==> config.mk <==
export PLATFORM = sky130hd
export DESIGN_NAME = seven_segment_scan_driver_unit
export DESIGN_NICKNAME = d
export VERILOG_FILES = /design/src/design/ssd_pkg.sv /design/src/design/seven_segment_scan_driver_unit.sv
export SDC_FILE = /design/constraint.sdc
export NUM_CORES = 1
export LEC_CHECK = 0
export ABC_AREA = 0
export BUFFER_PORTS_ARGS = -buffer_cell sky130_fd_sc_hd__buf_2
export CAP_MARGIN = 20
export CELL_PAD_IN_SITES_DETAIL_PLACEMENT = 2
export CELL_PAD_IN_SITES_GLOBAL_PLACEMENT = 2
export CORE_MARGIN = 2
export CORE_UTILIZATION = 38
export CTS_CLUSTER_SIZE = 28
export DETAILED_ROUTE_END_ITERATION = 6
export PLACE_DENSITY = 0.91
export SLEW_MARGIN = 20
export SYNTH_ARGS = -nofsm -noshare
export SYNTH_HDL_FRONTEND = slang
export SYNTH_SLANG_ARGS = --single-unit
export TNS_END_PERCENT = 10
==> constraint.sdc <==
create_clock -name clk -period 6.34 [get_ports clk]
set_clock_uncertainty 0.1 [all_clocks]
set_input_delay 0.951 -clock clk [delete_from_list [all_inputs] [get_ports clk]]
set_output_delay 0.951 -clock clk [all_outputs]
set_load 0.01 [all_outputs]
==> src/design/ssd_pkg.sv <==
// Shared types and constants for the seven segment scan driver.
// No dependencies; imported by the driver core and its checker.
`default_nettype none

package ssd_pkg;

	localparam int VALUE_W     = 24;
	localparam int SEC_W       = 8;
	localparam int DIGIT_W     = 4;
	localparam int POS_W       = 3;
	localparam int SLOT_W      = 3;
	localparam int REFRESH_W   = 16;
	localparam int SEG_W       = 8;
	localparam int DIGLINE_W   = 4;
	localparam int STATUS_W    = 3;
	localparam int OPCODE_W    = 2;
	localparam int CFG_INDEX_W = 2;
	localparam int CFG_DATA_W  = 24;
	localparam int RATE_W      = 8;

	typedef logic [OPCODE_W-1:0] opcode_t;
	typedef logic [STATUS_W-1:0] status_t;
	typedef logic [1:0]          run_mode_t;

	localparam opcode_t OP_TICK  = 2'd0;
	localparam opcode_t OP_LOAD  = 2'd1;
	localparam opcode_t OP_DIGIT = 2'd2;

	localparam run_mode_t MODE_IDLE   = 2'd0;
	localparam run_mode_t MODE_VALUE  = 2'd1;
	localparam run_mode_t MODE_SINGLE = 2'd2;

	localparam status_t STATUS_NONE     = 3'd0;
	localparam status_t STATUS_ACCEPTED = 3'd1;
	localparam status_t STATUS_RANGE    = 3'd2;
	localparam status_t STATUS_REFUSED  = 3'd3;
	localparam status_t STATUS_FINISHED = 3'd4;

	localparam logic [CFG_INDEX_W-1:0] REG_POLARITY   = 2'd0;
	localparam logic [CFG_INDEX_W-1:0] REG_SLOT_TICKS = 2'd1;
	localparam logic [CFG_INDEX_W-1:0] REG_RATE       = 2'd2;

	localparam logic [CFG_DATA_W-1:0] SLOT_TICKS_RST = 24'd700;
	localparam logic [RATE_W-1:0]     RATE_RST       = 8'd50;

	localparam logic [VALUE_W-1:0] MAX_THOUSANDTHS = 24'd9999000;
	localparam logic [VALUE_W-1:0] INT_2DIGITS     = 24'd10000;
	localparam logic [VALUE_W-1:0] INT_3DIGITS     = 24'd100000;
	localparam logic [VALUE_W-1:0] INT_4DIGITS     = 24'd1000000;

	localparam logic [DIGIT_W-1:0] DIGIT_POINT = 4'd10;
	localparam logic [SEG_W-1:0]   POINT_MASK  = 8'h80;

	// divide by ten: q = (x * DIV10_MUL) >> DIV10_SHIFT, exact for x < 2^CONV_W
	localparam int                CONV_W      = 27;
	localparam logic [CONV_W-1:0] DIV10_MUL   = 27'd107374183;
	localparam int                DIV10_SHIFT = 30;

	// segment lit in each slot of a digit; slot 0 in the low byte
	function automatic logic [SEG_W-1:0] seg_mask(logic [DIGIT_W-1:0] d, logic [SLOT_W-1:0] s);
		logic [55:0] row;
		row = 56'h0;
		unique case (d)
			4'd0:    row = 56'h00_20_10_08_04_02_01;
			4'd1:    row = 56'h00_00_00_00_00_04_02;
			4'd2:    row = 56'h00_00_08_10_40_02_01;
			4'd3:    row = 56'h00_00_08_04_40_02_01;
			4'd4:    row = 56'h00_00_00_04_02_40_20;
			4'd5:    row = 56'h00_00_08_04_40_20_01;
			4'd6:    row = 56'h00_10_08_04_40_20_01;
			4'd7:    row = 56'h00_00_00_00_04_02_01;
			4'd8:    row = 56'h40_20_10_08_04_02_01;
			4'd9:    row = 56'h00_40_20_08_04_02_01;
			default: row = 56'h0;
		endcase
		if (s == 3'd7) begin
			return 8'h00;
		end
		return row[8*s +: 8];
	endfunction

endpackage

`default_nettype wire

==> src/design/seven_segment_scan_driver_unit.sv <==
// Seven segment scan driver: command decode, scan sequencer, digit conversion.
// Depends on ssd_pkg.
//
// Usage: each input word carries an opcode. A tick word advances time by one
// tick; a load word takes a value in thousandths and starts a display run of
// refreshes_per_second * display_seconds refreshes; a single-digit word shows
// one digit (or the point) for one pass. Every input word yields exactly one
// result word with the pin levels driven during that word, the busy flag
// after it and a status code.
// The result word is registered in the output register in the cycle after the
// input word is taken. Ticks and single-digit words go at one per cycle while
// the receiver does not stall. A load that passes the range check stalls the
// input side while a shared divide-by-ten unit converts the value, one step per
// cycle: zero to three scaling steps plus NUM_DIGITS digit steps.
// Configuration writes land at once on cfg_wr_en; index 3 is ignored.
// Reset: registers return to defaults, no run active, output register empty.
// A stalled receiver holds the result word; a new input word is taken in the
// same cycle the held word leaves.
`default_nettype none

module seven_segment_scan_driver_unit
	import ssd_pkg::*;
#(
	parameter int NUM_DIGITS      = 4,
	parameter int SLOTS_PER_DIGIT = 7,
	parameter int TICK_COUNT_BITS = 24
) (
	input  wire                    clk,
	input  wire                    arst_n,
	input  wire                    cfg_wr_en,
	input  wire [CFG_INDEX_W-1:0]  cfg_index,
	input  wire [CFG_DATA_W-1:0]   cfg_wdata,
	input  wire                    in_valid,
	output logic                   in_ready,
	input  wire [OPCODE_W-1:0]     opcode,
	input  wire [VALUE_W-1:0]      value_thousandths,
	input  wire [SEC_W-1:0]        display_seconds,
	input  wire [DIGIT_W-1:0]      digit_value,
	input  wire [POS_W-1:0]        digit_position,
	output logic                   out_valid,
	input  wire                    out_ready,
	output logic [SEG_W-1:0]       segment_lines,
	output logic [DIGLINE_W-1:0]   digit_lines,
	output logic                   busy_res,
	output logic [STATUS_W-1:0]    status
);

	localparam int SCAN_W = (NUM_DIGITS > 1) ? $clog2(NUM_DIGITS) : 1;
	localparam int CW     = ((TICK_COUNT_BITS > CFG_DATA_W) ? TICK_COUNT_BITS : CFG_DATA_W) + 1;

	localparam logic [SCAN_W-1:0] SCAN_LAST = SCAN_W'(NUM_DIGITS - 1);
	localparam logic [3:0]        NUM_D4    = 4'(NUM_DIGITS);
	localparam logic [3:0]        SLOTS4    = 4'(SLOTS_PER_DIGIT);

	localparam logic [1:0] CV_IDLE  = 2'd0;
	localparam logic [1:0] CV_SCALE = 2'd1;
	localparam logic [1:0] CV_DIGIT = 2'd2;

	// configuration
	logic                  polarity_q;
	logic [CFG_DATA_W-1:0] slot_ticks_q;
	logic [RATE_W-1:0]     rate_q;

	// scan state
	logic [DIGIT_W-1:0]         digit_store_q [NUM_DIGITS];
	logic [POS_W-1:0]           point_pos_q;
	logic [SCAN_W-1:0]          scan_digit_q;
	logic [SLOT_W-1:0]          slot_index_q;
	logic [TICK_COUNT_BITS-1:0] tick_count_q;
	logic [REFRESH_W-1:0]       refreshes_left_q;
	run_mode_t                  run_mode_q;
	logic                       point_phase_q;

	// conversion sequencer
	logic [1:0]        conv_state_q;
	logic [CONV_W-1:0] conv_x_q;
	logic [2:0]        conv_cnt_q;
	logic              conv_mul_q;
	logic [SCAN_W-1:0] conv_idx_q;

	// result register
	logic                 out_valid_s1;
	logic [SEG_W-1:0]     seg_s1;
	logic [DIGLINE_W-1:0] dig_s1;
	logic                 busy_s1;
	status_t              status_s1;

	// next-state values
	logic [POS_W-1:0]           nxt_point_pos;
	logic [SCAN_W-1:0]          nxt_scan;
	logic [SLOT_W-1:0]          nxt_slot;
	logic [TICK_COUNT_BITS-1:0] nxt_tick;
	logic [REFRESH_W-1:0]       nxt_refresh;
	run_mode_t                  nxt_mode;
	logic                       nxt_point_phase;
	status_t                    nxt_status;
	logic                       load_start;
	logic                       digit_wr;
	logic [SCAN_W-1:0]          digit_wr_idx;

	logic [DIGIT_W-1:0]   cur_digit;
	logic [SEG_W-1:0]     mask;
	logic                 sel_on;
	logic [2:0]           sel_idx;
	logic [DIGLINE_W-1:0] sel;
	logic [SEG_W-1:0]     seg_w;
	logic [DIGLINE_W-1:0] dig_w;

	logic [CW-1:0]     tc_inc;
	logic [CW-1:0]     limit_w;
	logic [CW-1:0]     cap_w;
	logic [3:0]        slot_inc;
	logic [3:0]        single_len;
	logic [REFRESH_W-1:0] refresh_dec;
	logic [POS_W-1:0]  pos_m1;

	logic [2:0]        int_digits;
	logic [3:0]        frac_room;
	logic              load_point;
	logic [2:0]        scale_cnt;
	logic              scale_mul;

	logic [CONV_W+CONV_W-1:0] div_prod;
	logic [CONV_W-1:0]        div_q;
	logic [CONV_W-1:0]        div_rem;
	logic                     accept;

	assign accept   = in_valid && in_ready;
	assign in_ready = (conv_state_q == CV_IDLE) && (!out_valid_s1 || out_ready);

	assign out_valid     = out_valid_s1;
	assign segment_lines = seg_s1;
	assign digit_lines   = dig_s1;
	assign busy_res      = busy_s1;
	assign status        = status_s1;

	// pin levels from the state before the word
	always_comb begin
		cur_digit = digit_store_q[scan_digit_q];
		mask      = '0;
		sel_on    = 1'b0;
		sel_idx   = 3'(scan_digit_q);
		unique case (run_mode_q)
			MODE_VALUE: begin
				if (point_phase_q) begin
					mask    = POINT_MASK;
					sel_on  = (point_pos_q != '0);
					sel_idx = point_pos_q - 3'd1;
				end else begin
					mask   = seg_mask(cur_digit, slot_index_q);
					sel_on = 1'b1;
				end
			end
			MODE_SINGLE: begin
				mask   = (cur_digit == DIGIT_POINT) ? POINT_MASK
				         : seg_mask(cur_digit, slot_index_q);
				sel_on = 1'b1;
			end
			default: begin
				mask   = '0;
				sel_on = 1'b0;
			end
		endcase
		sel = sel_on ? (4'b0001 << sel_idx) : 4'b0000;
		if (polarity_q) begin
			seg_w = ~mask;
			dig_w = sel;
		end else begin
			seg_w = mask;
			dig_w = ~sel;
		end
	end

	// load scaling: integer digit count and the divide or multiply steps
	always_comb begin
		int_digits = 3'd1 + 3'(value_thousandths >= INT_2DIGITS)
		             + 3'(value_thousandths >= INT_3DIGITS)
		             + 3'(value_thousandths >= INT_4DIGITS);
		load_point = ({1'b0, int_digits} < NUM_D4);
		frac_room  = NUM_D4 - {1'b0, int_digits};
		scale_mul  = 1'b0;
		scale_cnt  = 3'd3;
		if (load_point) begin
			if (frac_room > 4'd3) begin
				scale_mul = 1'b1;
				scale_cnt = 3'(frac_room - 4'd3);
			end else begin
				scale_cnt = 3'(4'd3 - frac_room);
			end
		end
	end

	// command decode and scan advance
	always_comb begin
		nxt_point_pos   = point_pos_q;
		nxt_scan        = scan_digit_q;
		nxt_slot        = slot_index_q;
		nxt_tick        = tick_count_q;
		nxt_refresh     = refreshes_left_q;
		nxt_mode        = run_mode_q;
		nxt_point_phase = point_phase_q;
		nxt_status      = STATUS_NONE;
		load_start      = 1'b0;
		digit_wr        = 1'b0;
		pos_m1          = digit_position - 3'd1;
		digit_wr_idx    = pos_m1[SCAN_W-1:0];

		tc_inc  = CW'(tick_count_q) + CW'(1);
		cap_w   = CW'(1) << TICK_COUNT_BITS;
		limit_w = (slot_ticks_q == '0) ? CW'(1) : CW'(slot_ticks_q);
		if (limit_w > cap_w) begin
			limit_w = cap_w;
		end
		slot_inc    = {1'b0, slot_index_q} + 4'd1;
		single_len  = (cur_digit == DIGIT_POINT) ? 4'd1 : SLOTS4;
		refresh_dec = (refreshes_left_q != '0) ? refreshes_left_q - 16'd1 : '0;

		unique case (opcode)
			OP_TICK: begin
				if (run_mode_q != MODE_IDLE) begin
					if (tc_inc < limit_w) begin
						nxt_tick = tc_inc[TICK_COUNT_BITS-1:0];
					end else begin
						nxt_tick = '0;
						if (run_mode_q == MODE_SINGLE) begin
							if (slot_inc >= single_len) begin
								nxt_slot   = '0;
								nxt_mode   = MODE_IDLE;
								nxt_status = STATUS_FINISHED;
							end else begin
								nxt_slot = slot_inc[SLOT_W-1:0];
							end
						end else if (point_phase_q) begin
							nxt_point_phase = 1'b0;
							nxt_scan        = SCAN_LAST;
							nxt_slot        = '0;
						end else if (slot_inc < SLOTS4) begin
							nxt_slot = slot_inc[SLOT_W-1:0];
						end else begin
							nxt_slot = '0;
							if (scan_digit_q != '0) begin
								nxt_scan = scan_digit_q - SCAN_W'(1);
							end else begin
								nxt_refresh = refresh_dec;
								if (refresh_dec == '0) begin
									nxt_mode   = MODE_IDLE;
									nxt_scan   = '0;
									nxt_status = STATUS_FINISHED;
								end else begin
									nxt_point_phase = (point_pos_q != '0);
									nxt_scan        = SCAN_LAST;
								end
							end
						end
					end
				end
			end
			OP_LOAD: begin
				if (run_mode_q != MODE_IDLE) begin
					nxt_status = STATUS_REFUSED;
				end else if (value_thousandths > MAX_THOUSANDTHS) begin
					nxt_status = STATUS_RANGE;
				end else begin
					load_start    = 1'b1;
					nxt_point_pos = load_point ? int_digits : '0;
					nxt_refresh   = REFRESH_W'(rate_q) * REFRESH_W'(display_seconds);
					if (nxt_refresh == '0) begin
						nxt_status = STATUS_FINISHED;
					end else begin
						nxt_mode        = MODE_VALUE;
						nxt_point_phase = load_point;
						nxt_scan        = SCAN_LAST;
						nxt_slot        = '0;
						nxt_tick        = '0;
						nxt_status      = STATUS_ACCEPTED;
					end
				end
			end
			OP_DIGIT: begin
				if (run_mode_q != MODE_IDLE) begin
					nxt_status = STATUS_REFUSED;
				end else if (digit_value > DIGIT_POINT || digit_position == '0
				             || {1'b0, digit_position} > NUM_D4) begin
					nxt_status = STATUS_RANGE;
				end else begin
					digit_wr        = 1'b1;
					nxt_scan        = digit_wr_idx;
					nxt_slot        = '0;
					nxt_tick        = '0;
					nxt_point_phase = 1'b0;
					nxt_mode        = MODE_SINGLE;
					nxt_status      = STATUS_ACCEPTED;
				end
			end
			default: begin
				nxt_status = STATUS_NONE;
			end
		endcase
	end

	// shared divide-by-ten unit
	always_comb begin
		div_prod = (CONV_W+CONV_W)'(conv_x_q) * (CONV_W+CONV_W)'(DIV10_MUL);
		div_q    = div_prod[DIV10_SHIFT +: CONV_W];
		div_rem  = conv_x_q - ((div_q << 3) + (div_q << 1));
	end

	always_ff @(posedge clk or negedge arst_n) begin
		if (!arst_n) begin
			polarity_q   <= 1'b0;
			slot_ticks_q <= SLOT_TICKS_RST;
			rate_q       <= RATE_RST;
		end else if (cfg_wr_en) begin
			unique case (cfg_index)
				REG_POLARITY:   polarity_q   <= cfg_wdata[0];
				REG_SLOT_TICKS: slot_ticks_q <= cfg_wdata;
				REG_RATE:       rate_q       <= cfg_wdata[RATE_W-1:0];
				default: begin
				end
			endcase
		end
	end

	always_ff @(posedge clk or negedge arst_n) begin
		if (!arst_n) begin
			point_pos_q      <= '0;
			scan_digit_q     <= '0;
			slot_index_q     <= '0;
			tick_count_q     <= '0;
			refreshes_left_q <= '0;
			run_mode_q       <= MODE_IDLE;
			point_phase_q    <= 1'b0;
		end else if (accept) begin
			point_pos_q      <= nxt_point_pos;
			scan_digit_q     <= nxt_scan;
			slot_index_q     <= nxt_slot;
			tick_count_q     <= nxt_tick;
			refreshes_left_q <= nxt_refresh;
			run_mode_q       <= nxt_mode;
			point_phase_q    <= nxt_point_phase;
		end
	end

	always_ff @(posedge clk or negedge arst_n) begin
		if (!arst_n) begin
			for (int i = 0; i < NUM_DIGITS; i++) begin
				digit_store_q[i] <= '0;
			end
			conv_state_q <= CV_IDLE;
			conv_cnt_q   <= '0;
			conv_mul_q   <= 1'b0;
			conv_idx_q   <= '0;
		end else begin
			unique case (conv_state_q)
				CV_IDLE: begin
					if (accept && load_start) begin
						conv_cnt_q   <= scale_cnt;
						conv_mul_q   <= scale_mul;
						conv_idx_q   <= SCAN_LAST;
						conv_state_q <= (scale_cnt == '0) ? CV_DIGIT : CV_SCALE;
					end else if (accept && digit_wr) begin
						digit_store_q[digit_wr_idx] <= digit_value;
					end
				end
				CV_SCALE: begin
					conv_cnt_q <= conv_cnt_q - 3'd1;
					if (conv_cnt_q == 3'd1) begin
						conv_state_q <= CV_DIGIT;
					end
				end
				CV_DIGIT: begin
					digit_store_q[conv_idx_q] <= div_rem[DIGIT_W-1:0];
					conv_idx_q                <= conv_idx_q - SCAN_W'(1);
					if (conv_idx_q == '0) begin
						conv_state_q <= CV_IDLE;
					end
				end
				default: begin
					conv_state_q <= CV_IDLE;
				end
			endcase
		end
	end

	// conversion datapath
	always_ff @(posedge clk) begin
		if (conv_state_q == CV_IDLE) begin
			if (accept && load_start) begin
				conv_x_q <= CONV_W'(value_thousandths);
			end
		end else if (conv_state_q == CV_SCALE && conv_mul_q) begin
			conv_x_q <= (conv_x_q << 3) + (conv_x_q << 1);
		end else begin
			conv_x_q <= div_q;
		end
	end

	always_ff @(posedge clk or negedge arst_n) begin
		if (!arst_n) begin
			out_valid_s1 <= 1'b0;
		end else if (accept) begin
			out_valid_s1 <= 1'b1;
		end else if (out_ready) begin
			out_valid_s1 <= 1'b0;
		end
	end

	always_ff @(posedge clk) begin
		if (accept) begin
			seg_s1    <= seg_w;
			dig_s1    <= dig_w;
			busy_s1   <= (nxt_mode != MODE_IDLE);
			status_s1 <= nxt_status;
		end
	end

endmodule

`default_nettype wire

# ---- Word-level counts from Yosys, hierarchy flattened
# Memories as Yosys holds them, arrays and structs flattened.
# Index checks and enable logic that the tools add are counted.
dict set report word_totals {
  elab_cells 275
  memories 2
  reg_bits 124
  output_inout_bits 18
  romBits 640
  in_bits 72
}
# name words word_bits read_ports rd_ports_with_merged_regs wr line
set memory_table {}
lappend memory_table {{(no name shown)} 16 20 1 0 0 ssd_pkg.sv:63} ;# unique case (d)
lappend memory_table {{(no name shown)} 16 20 1 0 0 ssd_pkg.sv:63}
dict set report classes {
  shift 3
  n_eq_ne 28
  magnitude_cmp 17
  n_addsub 14
  mux 139
  n_bitwise 7
  n_reduce_logical 42
  n_mul 1
}
# cell count
set op_table {}
lappend op_table {{$mux W24} 8}
lappend op_table {{$mux W16} 11}
lappend op_table {{$mux W56} 3}
lappend op_table {{$shiftx A56 B7 Y8} 2}
lappend op_table {{$mux W3} 29}
lappend op_table {{$pmux W24 S3} 1}
lappend op_table {{$mux W2} 32}
lappend op_table {{$pmux W16 S2} 2}
lappend op_table {{$mux W8} 6}
lappend op_table {{$bwmux W16} 2}
lappend op_table {{$logic_not A16 Y1} 2}
lappend op_table {{$ne A2 B2 Y1 const B} 14}
lappend op_table {{$add A24 B1 Y25 const B} 1}
lappend op_table {{$gt A24 B25 Y1 const B} 1}
lappend op_table {{$lt A25 B25 Y1} 1}
lappend op_table {{$mux W1} 25}
lappend op_table {{$mux W25} 1}
lappend op_table {{$ge A24 B14 Y1 const B} 1}
lappend op_table {{$ge A24 B17 Y1 const B} 1}
lappend op_table {{$ge A24 B20 Y1 const B} 1}
lappend op_table {{$gt A24 B24 Y1 const B} 1}
lappend op_table {{$logic_not A24 Y1} 1}
lappend op_table {{$mux W4} 6}
lappend op_table {{$reduce_and A10 Y1} 2}
lappend op_table {{other kinds (54)} 97}

# ---- Logic depth before layout (Yosys ltp)
# Gate-level depths: netlist of the first run.
dict set report logic_depth {
  word_depth 13
  ltp_mapped 22
  depth_no_buf 18
}

# ---- Worst setup path before layout of the first run
# No wires, ideal clock.
dict set report synth_path {
  path_kind {input-to-reg}
  start {input port display_seconds[7]}
  end {register point_phase_q}
  setup_time_ns 0.128
  path_slack_ns 0.704
  path_buffers 2
  required_time_ns 6.112
  arrival_ns 5.409
  cell_stages 18
  path_cell_list {nand2_1 fa_1 fa_1 fa_1 fa_1 inv_1 ha_1 buf_2 a2111o_1 a41o_1 o211ai_1 and3_1 and4_1 nand4b_1 o31ai_2 buf_2 a211oi_1 mux2_1}
}
dict set report synth_between {
  elab_chain_cells 4
}
# element line
set synth_rtl {}
lappend synth_rtl {{start, declared} seven_segment_scan_driver_unit.sv:37} ;# input wire [SEC_W-1:0] display_seconds,
lappend synth_rtl {{$mul A8 B8 Y16} seven_segment_scan_driver_unit.sv:266} ;# nxt_refresh = REFRESH_W'(rate_q) * REFRESH_W'(display_seconds);
lappend synth_rtl {{$logic_not A16 Y1} seven_segment_scan_driver_unit.sv:267} ;# if (nxt_refresh == '0) begin
lappend synth_rtl {{$ne A2 B2 Y1 (no source line)} -}
lappend synth_rtl {{$reduce_and A10 Y1 (no source line)} -}
lappend synth_rtl {{end signal, assigned} seven_segment_scan_driver_unit.sv:340} ;# point_phase_q <= nxt_point_phase;
lappend synth_rtl {{end, declared} seven_segment_scan_driver_unit.sv:72} ;# logic point_phase_q;
# Every way passes these cells.
# A chain may end at the register's enable or synchronous reset.

# ---- Final worst setup path of the first run
dict set report layout_path {
  start {input port display_seconds[7]}
  end {register tick_count_q[6]}
}
dict set report layout_between {
  elab_chain_cells 4
}
# element line
set layout_rtl {}
lappend layout_rtl {{$mul A8 B8 Y16} seven_segment_scan_driver_unit.sv:266}
lappend layout_rtl {{$logic_not A16 Y1} seven_segment_scan_driver_unit.sv:267}
lappend layout_rtl {{$ne A2 B2 Y1 (no source line)} -}
lappend layout_rtl {{$reduce_and A8 Y1 (no source line)} -}
lappend layout_rtl {{end signal, assigned} seven_segment_scan_driver_unit.sv:337} ;# tick_count_q <= nxt_tick;
lappend layout_rtl {{end, declared} seven_segment_scan_driver_unit.sv:69} ;# logic [TICK_COUNT_BITS-1:0] tick_count_q;
# Every way passes these cells.

==> results of run 1 <==
==> final cells by class <==
class	count	area share (%)
clock inverters	13	1.086
multi-input cells	864	55.89
repair buffers	102	4.779
inverters	112	3.576
well taps	341	3.630
clock buffers	19	3.864
flip-flops and latches	124	27.17
==> routing by layer <==
layer	global-route usage (%)	wire, um	part of all wire, %
met2	52.01	21340	53
met3	4.583	1461	3.6
met5	0	0	0
met4	12.34	1788	4.4
met1	31.47	15740	39
==> flip-flops by register name, summed over array words and instances (netlist names), 2 cells and up <==
name / flops
point_pos_q: 3
digit_lines: 4
run_mode_q: 2
digit_store_q: 16
status: 3
refreshes_left_q: 16
conv_state_q: 2
conv_cnt_q: 3
slot_index_q: 3
rate_q: 8
slot_ticks_q: 24
conv_idx_q: 2
segment_lines: 8
tick_count_q: 24
scan_digit_q: 2
==> stage by stage <==
| step | setup WS [ns] | cells | hold WS (ns) | utilization [%] |
|---|---|---|---|---|
| after CTS | 0.1140 | 1572 | 0.4187 | 43.58 |
| after global placement | 0.1126 | 1540 | 0.3842 | 41.42 |
| after detailed placement | -0.2834 | 1540 | 0.3887 | 41.42 |
| after floorplan | 0.7039 | 1143 | 0.3606 | - |
| final | 0.2165 | 1575 | 0.4130 | 43.74 |
| after global routing | -0.006024 | 1575 | 0.4357 | 43.74 |
==> how the worst max path moves through the flow <==
stage	from	to	depth (start not counted)
3_3_place_gp	display_seconds[7]	tick_count_q[13]	17
3_5_place_dp	display_seconds[7]	tick_count_q[5]	18
5_1_grt	display_seconds[7]	tick_count_q[6]	19
4_1_cts	display_seconds[7]	tick_count_q[6]	18
2_1_floorplan	display_seconds[7]	point_phase_q	18
6_report	display_seconds[7]	tick_count_q[6]	19
==> cell families after synthesis <==
logic type,after synthesis,synth area share [%]
adders and majority gates,132,18.63
buffers and inverters,155,5.846
AOI/OAI and AO/OA,247,15.61
muxes,45,5.254
DFF,124,30.84
xor gates and xnor gates,48,4.058
and+or+nand+nor,392,19.77
==> power groups by stage <==
stage	sequential, mW	clock, mW	combinational [mW]
after floorplan	1.15	0	1.87
after global placement	1.25	0	2.39
after detailed placement	1.27	0	2.61
after CTS	1.28	1.02	2.73
after global routing	1.31	1.05	3.02
final	1.29	1.02	2.76
==> placed cells by master (no fill, tap or decap), types with 7 or more instances in the layout <==
| master | n |
|---|---|
| a21oi_1 | 54 |
| buf_2 | 88 |
| nand2_1 | 114 |
| xor2_1 | 23 |
| and3_1 | 9 |
| nor4_1 | 17 |
| nand2b_1 | 24 |
| nor3_1 | 32 |
| nand3_1 | 26 |
| nor2b_1 | 15 |
| fa_1 | 37 |
| and4_1 | 7 |
| xnor2_1 | 25 |
| o31ai_1 | 12 |
| mux2_2 | 34 |
| a211oi_1 | 8 |
| ha_1 | 95 |
| inv_1 | 112 |
| nand4_1 | 12 |
| and2_1 | 42 |
| o21ai_0 | 73 |
| dfrtp_1 | 99 |
| edfxtp_1 | 16 |
| o21a_1 | 11 |
| a31oi_1 | 11 |
| buf_4 | 12 |
| clkbuf_16 | 18 |
| nor2_1 | 56 |
| a22o_1 | 20 |
| dfstp_2 | 9 |
==> timing repair <==
item / 4_1_cts / 5_1_grt
setup buffers: 0 / 2
endpoints found under the setup margin: 0 / 26
resized for setup: 0 / 2
==> qor.txt, run 1 <==
Cts hold-fix bufs = 0
Min-delay src = digit_store_q[8]
Root Driver = clkbuf_16
Pint = 2.661 mW
R2R Path End = tick_count_q[6]
Final setup fails = 0
Yosys top cell by area = dfrtp_1
Reg2reg start = rate_q[0]
Hold endpoint = digit_store_q[8]
Area occupied by multi-input gates = 0.006570 mm^2
Mapped cell area = 0.01036 mm^2
Via count = 9584
Post-route DRC = 0
Slowest-stage cell, CP = fa_1
Nets@finish = 1425
Seq cells post-synth = 124
NetSw = 2.404 mW
Layout area overhead = 13.48%
H-tree level count = 4
Synth area leaders = dfrtp_1 (24%), ha_1 (11%), fa_1 (7.2%)
Post-route ant nets = 0
Worst-path clk slew = 0.06 ns
Worst Path Buf+Inv = 4
Mapped Cells = 1143
Die Span Y = 169.1 um
Crit. End Element = register
Post-route cell area = 0.01176 mm^2
IO Pins = 90
Leakage power total = 5.362 nW
CORE AREA = 0.02688 mm^2
Mean Syn Cell Area = 9.063 um^2
Most common cell in the netlist = nand2_1
Cell Rows = 60
Proportion of synthesized chip area in sequential cells = 30.84%
Worst-path fanout max = 16
Worst-Skew Late Latency = 0.45 ns
Critical path's top delay family = adder cells
Placed Area = 0.01113 mm^2
Slew margin rel. = 44.85%
Filler Cells Inserted = 2900
Combinational share of power = 54.4%
Number of DRC markers in iteration 0 = 692
FF+latch area = 0.003194 mm^2
Final number of hold-violating endpoints = 0
Synth warn = 0
Ys async rst share = 87.10%
Type of the worst setup path = in -> reg
Vias in the first global route = 10.83k
Crit-path most repeated cell = fa_1
DRT Pass-1 Iters = 5
Power Total = 5.065 mW
Maximum vdd drop = 339.7 uV
Total Neg Setup Slack = 0 ns
Max cap viols = 0
Vias per Instance = 6.085
Clock sink total = 124
Worst-margin pin slew = 0.8272 ns
GP Congestion = 0.8381
Synth top area share = 23.92%
Outcome = finished, final reports clean
Post-synth EDFFs = 16
Routed WL per cell = 25.61 um
Die width = 169.1 um
Main synth FF type = dfrtp_1
Number of distinct library cells after synthesis = 75
CTS tree = built
Slowest stage delay, CP = 0.56 ns
Clock Path Buffers = 2
Final Slew Violations = 0
Reg2reg setup slack = 0.23 ns
Worst r2r path cells = 18
Synthesized netlist net count = 1347
DRT Wirelength = 40330 um
PD cells = 430.8 mW/mm^2
Max Freq = 163.3 MHz
Dpl hpwl = 26160 um
Antenna violations before repair = 0
Share of power burned in the clock network = 20.1%
CTS buffer count = 17
Share of cells above drive strength 1 = 16.21%
Die footprint = 0.02860 mm^2
Hold path depth = 1
First-pass GRT wire length = 62000 um
Starting density of the core = 38.54%
Minimum clock period = 6.124 ns
Crit path arrival time = 6.36 ns
Sw Share = 47.46%
Crit path cell chain = buf_2 > nand2_1 > fa_1 > fa_1 > fa_1 > fa_1 > inv_1 > ha_1 > a211oi_1 > and2_1 > nand2_1 > a311oi_1 > and4_1 > nand4b_1 > o31ai_4 > buf_12 > buf_4 > nand2_1 > o21ai_0
Post-synth top cells = nand2_1 (114), inv_1 (112), dfrtp_1 (99)
ANT cells = 0
Period utilisation layout = 96.59%
Number of port buffers = 89
Class of the worst hold path = reg -> reg
Startpoint Class = primary input
Total gr overflow = 0
Largest net degree at the start of global routing = 56
Required @ worst endpoint = 6.58 ns
Share of power burned in registers = 25.4%
Tot GR Track Use = 27.99%
No activity file was read; power rests on OpenSTA's default activity.
==> run 2: changes to the inputs <==
CORE_MARGIN = 8   (was 2)
CTS_CLUSTER_DIAMETER = 50   (was unset)
TNS_END_PERCENT = 50   (was 10)
==> qor.txt, run 2 (same netlist as run 1, synthesis figures left out) <==
Vias in the first global route = 11.03k (+1.9%)
Share of power burned in registers = 25.2% (-0.2 points)
Worst-path fanout max = 20 (+4)
Required @ worst endpoint = 6.58 ns (about the same)
Cts hold-fix bufs = 0 (unchanged)
Hold endpoint = digit_store_q[7]
R2R Path End = tick_count_q[9]
Commonest non-fill, non-tap cell in the layout = nand2_1
Smallest hold slack = 0.4100 ns (-0.003086 ns)
Die footprint = 0.03280 mm^2 (+15%)
Class of the worst hold path = reg -> reg
NetSw = 2.382 mW (-0.90%)
CTS buffer count = 17 (unchanged)
Worst-Skew Late Latency = 0.45 ns (about the same)
Most frequent cells in the layout = nand2_1 (114), inv_1 (112), dfrtp_1 (99)
Pint = 2.711 mW (+1.9%)
Number of DRC markers in iteration 0 = 531 (-23%)
Reg2reg setup slack = 0.34 ns (+0.11 ns)
Startpoint Class = primary input
Crit path arrival time = 6.27 ns (-0.09 ns)
Clock Path Buffers = 2 (unchanged)
IO Pins = 90 (unchanged)
Power Total = 5.093 mW (+0.57%)
Filler Cells Inserted = 2886 (-0.48%)
Combinational share of power = 54.3% (about the same)
Area occupied by multi-input gates = 0.006568 mm^2 (about the same)
Max Freq = 165.8 MHz (+1.5%)
Antenna violations before repair = 0 (unchanged)
Place WS = -0.1644 ns (+0.1190 ns)
Die Span Y = 181.1 um (+7.1%)
Root Driver = clkbuf_16
Total gr overflow = 0 (unchanged)
Post-route DRC = 0 (unchanged)
H-tree level count = 4 (unchanged)
Top flop regs = slot_ticks_q (24), tick_count_q (24)
Die width = 181.1 um (+7.1%)
Layout area overhead = 13.54% (about the same)
Worst r2r path cells = 20 (+2)
Routed WL per cell = 25.59 um (about the same)
Nets@finish = 1424 (-0.070%)
Minimum clock period = 6.032 ns (-0.09134 ns)
Slew margin rel. = 22.42% (-22 points)
CTS tree = built
Crit. End Element = register
Share of cells above drive strength 1 = 16.06% (-0.15 points)
Unrepaired setup endpoints after global routing = no
Number of port buffers = 89 (unchanged)
Reg2reg start = rate_q[1]
Via count = 9552 (-0.33%)
Post-route ant nets = 0 (unchanged)
Worst setup margin = 0.3078 ns (+0.09134 ns)
DRT Wirelength = 40300 um (about the same)
Cell Rows = 60 (unchanged)
Type of the worst setup path = in -> reg
Maximum vdd drop = 227.7 uV (-33%)
DRT Pass-1 Iters = 5 (unchanged)
Hold path depth = 1 (unchanged)
Final setup fails = 0 (unchanged)
Tot GR Track Use = 24.62% (-3.4 points)
Leakage power total = 5.376 nW (+0.26%)
Dpl hpwl = 27160 um (+3.8%)
Vias per Instance = 6.065 (-0.33%)
Non-Filler Instances = 1575 (unchanged)
Period utilisation layout = 95.15% (-1.4 points)
CORE AREA = 0.02688 mm^2 (unchanged)
Worst-margin pin slew = 1.164 ns (+0.3364 ns)
Placed cell count = 1539 (-0.065%)
PD cells = 433.0 mW/mm^2 (+0.51%)
Worst-path clk slew = 0.07 ns (about the same)
Sw Share = 46.77% (-0.69 points)
CP startpoint = display_seconds[4]
FF+latch area = 0.003194 mm^2 (unchanged)
Min-delay src = digit_store_q[7]
Largest net degree at the start of global routing = 56 (unchanged)
Clock sink total = 124 (unchanged)
Final Slew Violations = 0 (unchanged)
Outcome = finished, final reports clean
Share of power burned in the clock network = 20.5% (+0.4 points)
GP Congestion = 0.8152 (-2.7%)
First-pass GRT wire length = 63780 um (+2.9%)
Final number of hold-violating endpoints = 0 (unchanged)
Max cap viols = 0 (unchanged)
Starting density of the core = 38.54% (unchanged)
## run 2: cell count changes in the layout (fill, tap and decap cells not counted)
cell,previous run,this run
buf_4,12,11
bufinv_16,1,2
clkbuf_8,0,2
clkinv_2,0,6
clkinv_4,3,2
clkinvlp_4,2,0
diode_2,0,1
inv_4,2,1
inv_6,5,0
or2_1,2,3
or2_4,1,0
## run 2: final cells by class
class / count / share of cell area [%]
Antenna cell: 1 / 0.02128
Multi-Input combinational cell: 864 / 55.84
Sequential cell: 124 / 27.16
Clock inverter: 11 / 0.9681
Timing Repair Buffer: 101 / 4.713
Inverter: 112 / 3.574
Tap cell: 341 / 3.628
Clock buffer: 21 / 4.096
## run 2: repair_timing
item | CTS | global route
gates resized for setup | 0 | 1
setup endpoints to repair | 0 | 22
buffers inserted | 0 | 2
hold endpoints to repair | 0 | 0
## run 2: power groups by stage
stage | Sequential [mW] | Clock (mW) | Combinational (mW)
floorplan | 1.15 | 0 | 1.87
global placement | 1.25 | 0 | 2.39
detailed placement | 1.27 | 0 | 2.62
CTS | 1.28 | 1.05 | 2.75
global route | 1.30 | 1.07 | 3.02
finish | 1.29 | 1.04 | 2.77
## run 2: stage by stage
stage                     util [%]  cell area [um^2]  TNS (ns)
after global routing         43.75             11760         0
after detailed placement     41.39             11120    -2.091
after floorplan                  -             10360         0
final                        43.76             11760         0
after global placement       41.39             11120         0
after CTS                    43.61             11720         0
## run 2: layer usage
layer | track usage [%] | part of all wire [%] | up-vias
li1 | - | - | 4182
met5 | 0 | 0 | -
met2 | 45.69 | 54 | 285
met1 | 26.13 | 38 | 4947
met4 | 12.96 | 4.6 | 0
met3 | 4.514 | 3.4 | 138
## run 2: worst max-delay path by stage
stage | to | slack [ns]
floorplan | point_phase_q | 0.70
global placement | tick_count_q[13] | 0.09
detailed placement | tick_count_q[0] | -0.16
CTS | tick_count_q[9] | 0.17
global route | tick_count_q[0] | 0.05
finish | tick_count_q[9] | 0.31
## run 2: critical path, stage by stage
cell	delay, ns
buf_2	0.16
nand2_1	0.10
fa_1	0.56
inv_1	0.04
ha_1	0.29
inv_1	0.07
fa_1	0.51
fa_1	0.57
inv_1	0.05
ha_1	0.39
a21o_1	0.23
a2111oi_2	0.47
a21oi_1	0.15
xnor2_1	0.21
and4_1	0.21
nand4b_1	0.29
o31ai_4	0.36
buf_12	0.16
buf_4	0.23
o21ai_0	0.16
o31ai_1	0.12
==> run 3: changes to the inputs <==
CORE_UTILIZATION = 30   (was 38)
CTS_BUF_LIST = sky130_fd_sc_hd__clkbuf_16   (was unset)
PLACE_DENSITY = 0.76   (was 0.91)
==> qor.txt, run 3 (same netlist as run 1, synthesis figures left out) <==
Die width = 201.8 um (+11%)
Share of power burned in the clock network = 20.0% (-0.5 points)
CTS tree = built
Max cap viols = 0 (unchanged)
CORE AREA = 0.03429 mm^2 (+28%)
Commonest non-fill, non-tap cell in the layout = nand2_1
Setup Buffers After CTS = 0 (unchanged)
Max Freq = 169.9 MHz (+2.5%)
DRT Pass-1 Iters = 5 (unchanged)
Root Driver = clkbuf_16
Die footprint = 0.04073 mm^2 (+24%)
Worst setup margin = 0.4547 ns (+0.1469 ns)
Post-layout util = 34.73% (-9.0 points)
Crit path cell chain = nand2_1 > fa_1 > fa_1 > fa_1 > fa_1 > inv_1 > ha_1 > a211oi_1 > and2_1 > a21oi_1 > nor4_2 > xnor2_1 > or2_1 > o31ai_4 > buf_4 > or2_1 > o21ai_0
Startpoint Class = register
PD cells = 402.3 mW/mm^2 (-7.1%)
Largest net degree at the start of global routing = 71 (+27%)
Post-route ant nets = 0 (unchanged)
First-pass GRT wire length = 53030 um (-17%)
Layout area overhead = 14.97%
Unrepaired setup endpoints after global routing = no
Period utilisation layout = 92.83% (-2.3 points)
Sw Share = 44.26% (-2.5 points)
Min-delay src = digit_store_q[15]
Dpl hpwl = 24790 um (-8.7%)
Crit path arrival time = 6.09 ns (-0.18 ns)
Worst-Skew Late Latency = 0.44 ns (about the same)
Die Span Y = 201.8 um (+11%)
Combinational share of power = 53.9% (-0.4 points)
Crit. End Element = register
Clock Path Buffers = 2 (unchanged)
FF+latch area = 0.003194 mm^2 (unchanged)
Place WS = -0.09377 ns (+0.07066 ns)
Number of port buffers = 89 (unchanged)
GP Congestion = 0.8123 (-0.36%)
Vias per Instance = 5.219 (-14%)
Top flop regs = slot_ticks_q (24), tick_count_q (24)
Slowest-stage cell, CP = dfstp_2
Slowest stage delay, CP = 0.64 ns (+0.07 ns)
Antenna violations before repair = 0 (unchanged)
Number of DRC markers in iteration 0 = 306 (-42%)
DRT Wirelength = 32060 um (-20%)
Maximum vdd drop = 237.9 uV (+4.5%)
Share of power burned in registers = 26.1% (+0.9 points)
Minimum clock period = 5.885 ns (-0.1469 ns)
Via count = 8841 (-7.4%)
Final Slew Violations = 0 (unchanged)
Reg2reg start = rate_q[1]
Outcome = finished, final reports clean
Share of cells above drive strength 1 = 16.22% (+0.16 points)
Type of the worst setup path = reg -> reg
Filler Cells Inserted = 3784 (+31%)
Starting density of the core = 30.21% (-8.3 points)
Area occupied by multi-input gates = 0.006568 mm^2 (unchanged)
Required @ worst endpoint = 6.54 ns (-0.04 ns)
Final setup fails = 0 (unchanged)
Leakage power total = 5.383 nW (+0.14%)
Worst Path Buf+Inv = 2 (-4)
Worst-margin pin slew = 0.9632 ns (-0.2005 ns)
CTS buffer count = 17 (unchanged)
H-tree level count = 4 (unchanged)
Most frequent cells in the layout = nand2_1 (114), inv_1 (113), dfrtp_1 (99)
Cell Rows = 68 (+13%)
Final number of hold-violating endpoints = 0 (unchanged)
Critical path's top delay family = adder cells
Pint = 2.670 mW (-1.5%)
NetSw = 2.120 mW (-11%)
Routed WL per cell = 18.93 um (-26%)
Crit-path most repeated cell = fa_1
IO Pins = 90 (unchanged)
Worst-path fanout max = 9 (-55%)
Slew margin rel. = 35.79% (+13 points)
Class of the worst hold path = reg -> reg
Worst-path clk slew = 0.06 ns (about the same)
Post-route DRC = 0 (unchanged)
Total gr overflow = 0 (unchanged)
ANT cells = 0 (-1)
Vias in the first global route = 9906 (-10%)
Cts hold-fix bufs = 0 (unchanged)
Tot GR Track Use = 15.96% (-8.7 points)
Nets@finish = 1430 (+0.42%)
Clock sink total = 124 (unchanged)
# resized after CTS = 0 (unchanged)
CP startpoint = rate_q[1]
run 3: worst reg2reg max path, delay by kind of cell (launching register included):
family / cells / cell delay, ns
XOR/XNOR: 1 / 0.20
adder cells (fa/ha/maj): 5 / 2.52
AND/OR/NAND/NOR: 5 / 1.24
flip-flops: 1 / 0.64
buffers and inverters: 2 / 0.23
AO/OA/AOI/OAI: 4 / 0.83
run 3: power by group through the flow:
stage	Clock [mW]	Combinational (mW)	Sequential, mW
2_1_floorplan	0	1.87	1.15
3_3_place_gp	0	2.47	1.25
3_5_place_dp	0	2.59	1.26
4_1_cts	0.988	2.63	1.25
5_1_grt	1.02	2.92	1.28
6_report	0.960	2.58	1.25
run 3: path summary, 6_finish.rpt:
check / slack (ns) / cells past startpoint / endpoint
max: 0.45 / 17 / tick_count_q[13]
min: 0.40 / 1 / digit_store_q[15]
max reg2reg: 0.45 / 17 / tick_count_q[13]
min reg2reg: 0.40 / 1 / digit_store_q[15]
max in group asynchronous: 4.33 / 2 / slot_ticks_q[23]
min in group asynchronous: 0.42 / 1 / conv_state_q[1]
run 3: routing by layer:
metal / track usage (%) / wire length (um) / vias to the layer above / part of all wire, %
li1: - / - / 4181 / -
met1: 18.89 / 13850 / 4517 / 43
met2: 29.12 / 16990 / 104 / 53
met3: 2.482 / 587 / 39 / 1.8
met4: 5.009 / 638 / 0 / 2.0
met5: 0 / 0 / - / 0
run 3: layout make-up:
class,instances,area share [%]
timing repair buffer,107,4.928
tap,455,4.780
clock buffer,19,3.992
multi-input combinational,864,55.15
clock inverter,13,0.7985
sequential,124,26.82
inverter,112,3.530
run 3: stage by stage:
stage	power (mW)	instances	instance area [um^2]	hold WS (ns)	setup TNS [ns]
after floorplan	3.025	1143	10360	0.3606	0
after global placement	3.723	1658	11300	0.3838	0
after detailed placement	3.849	1658	11300	0.3846	-0.7393
after CTS	4.866	1690	11880	0.4033	0
after global routing	5.218	1694	11910	0.4211	0
final	4.791	1694	11910	0.3994	0
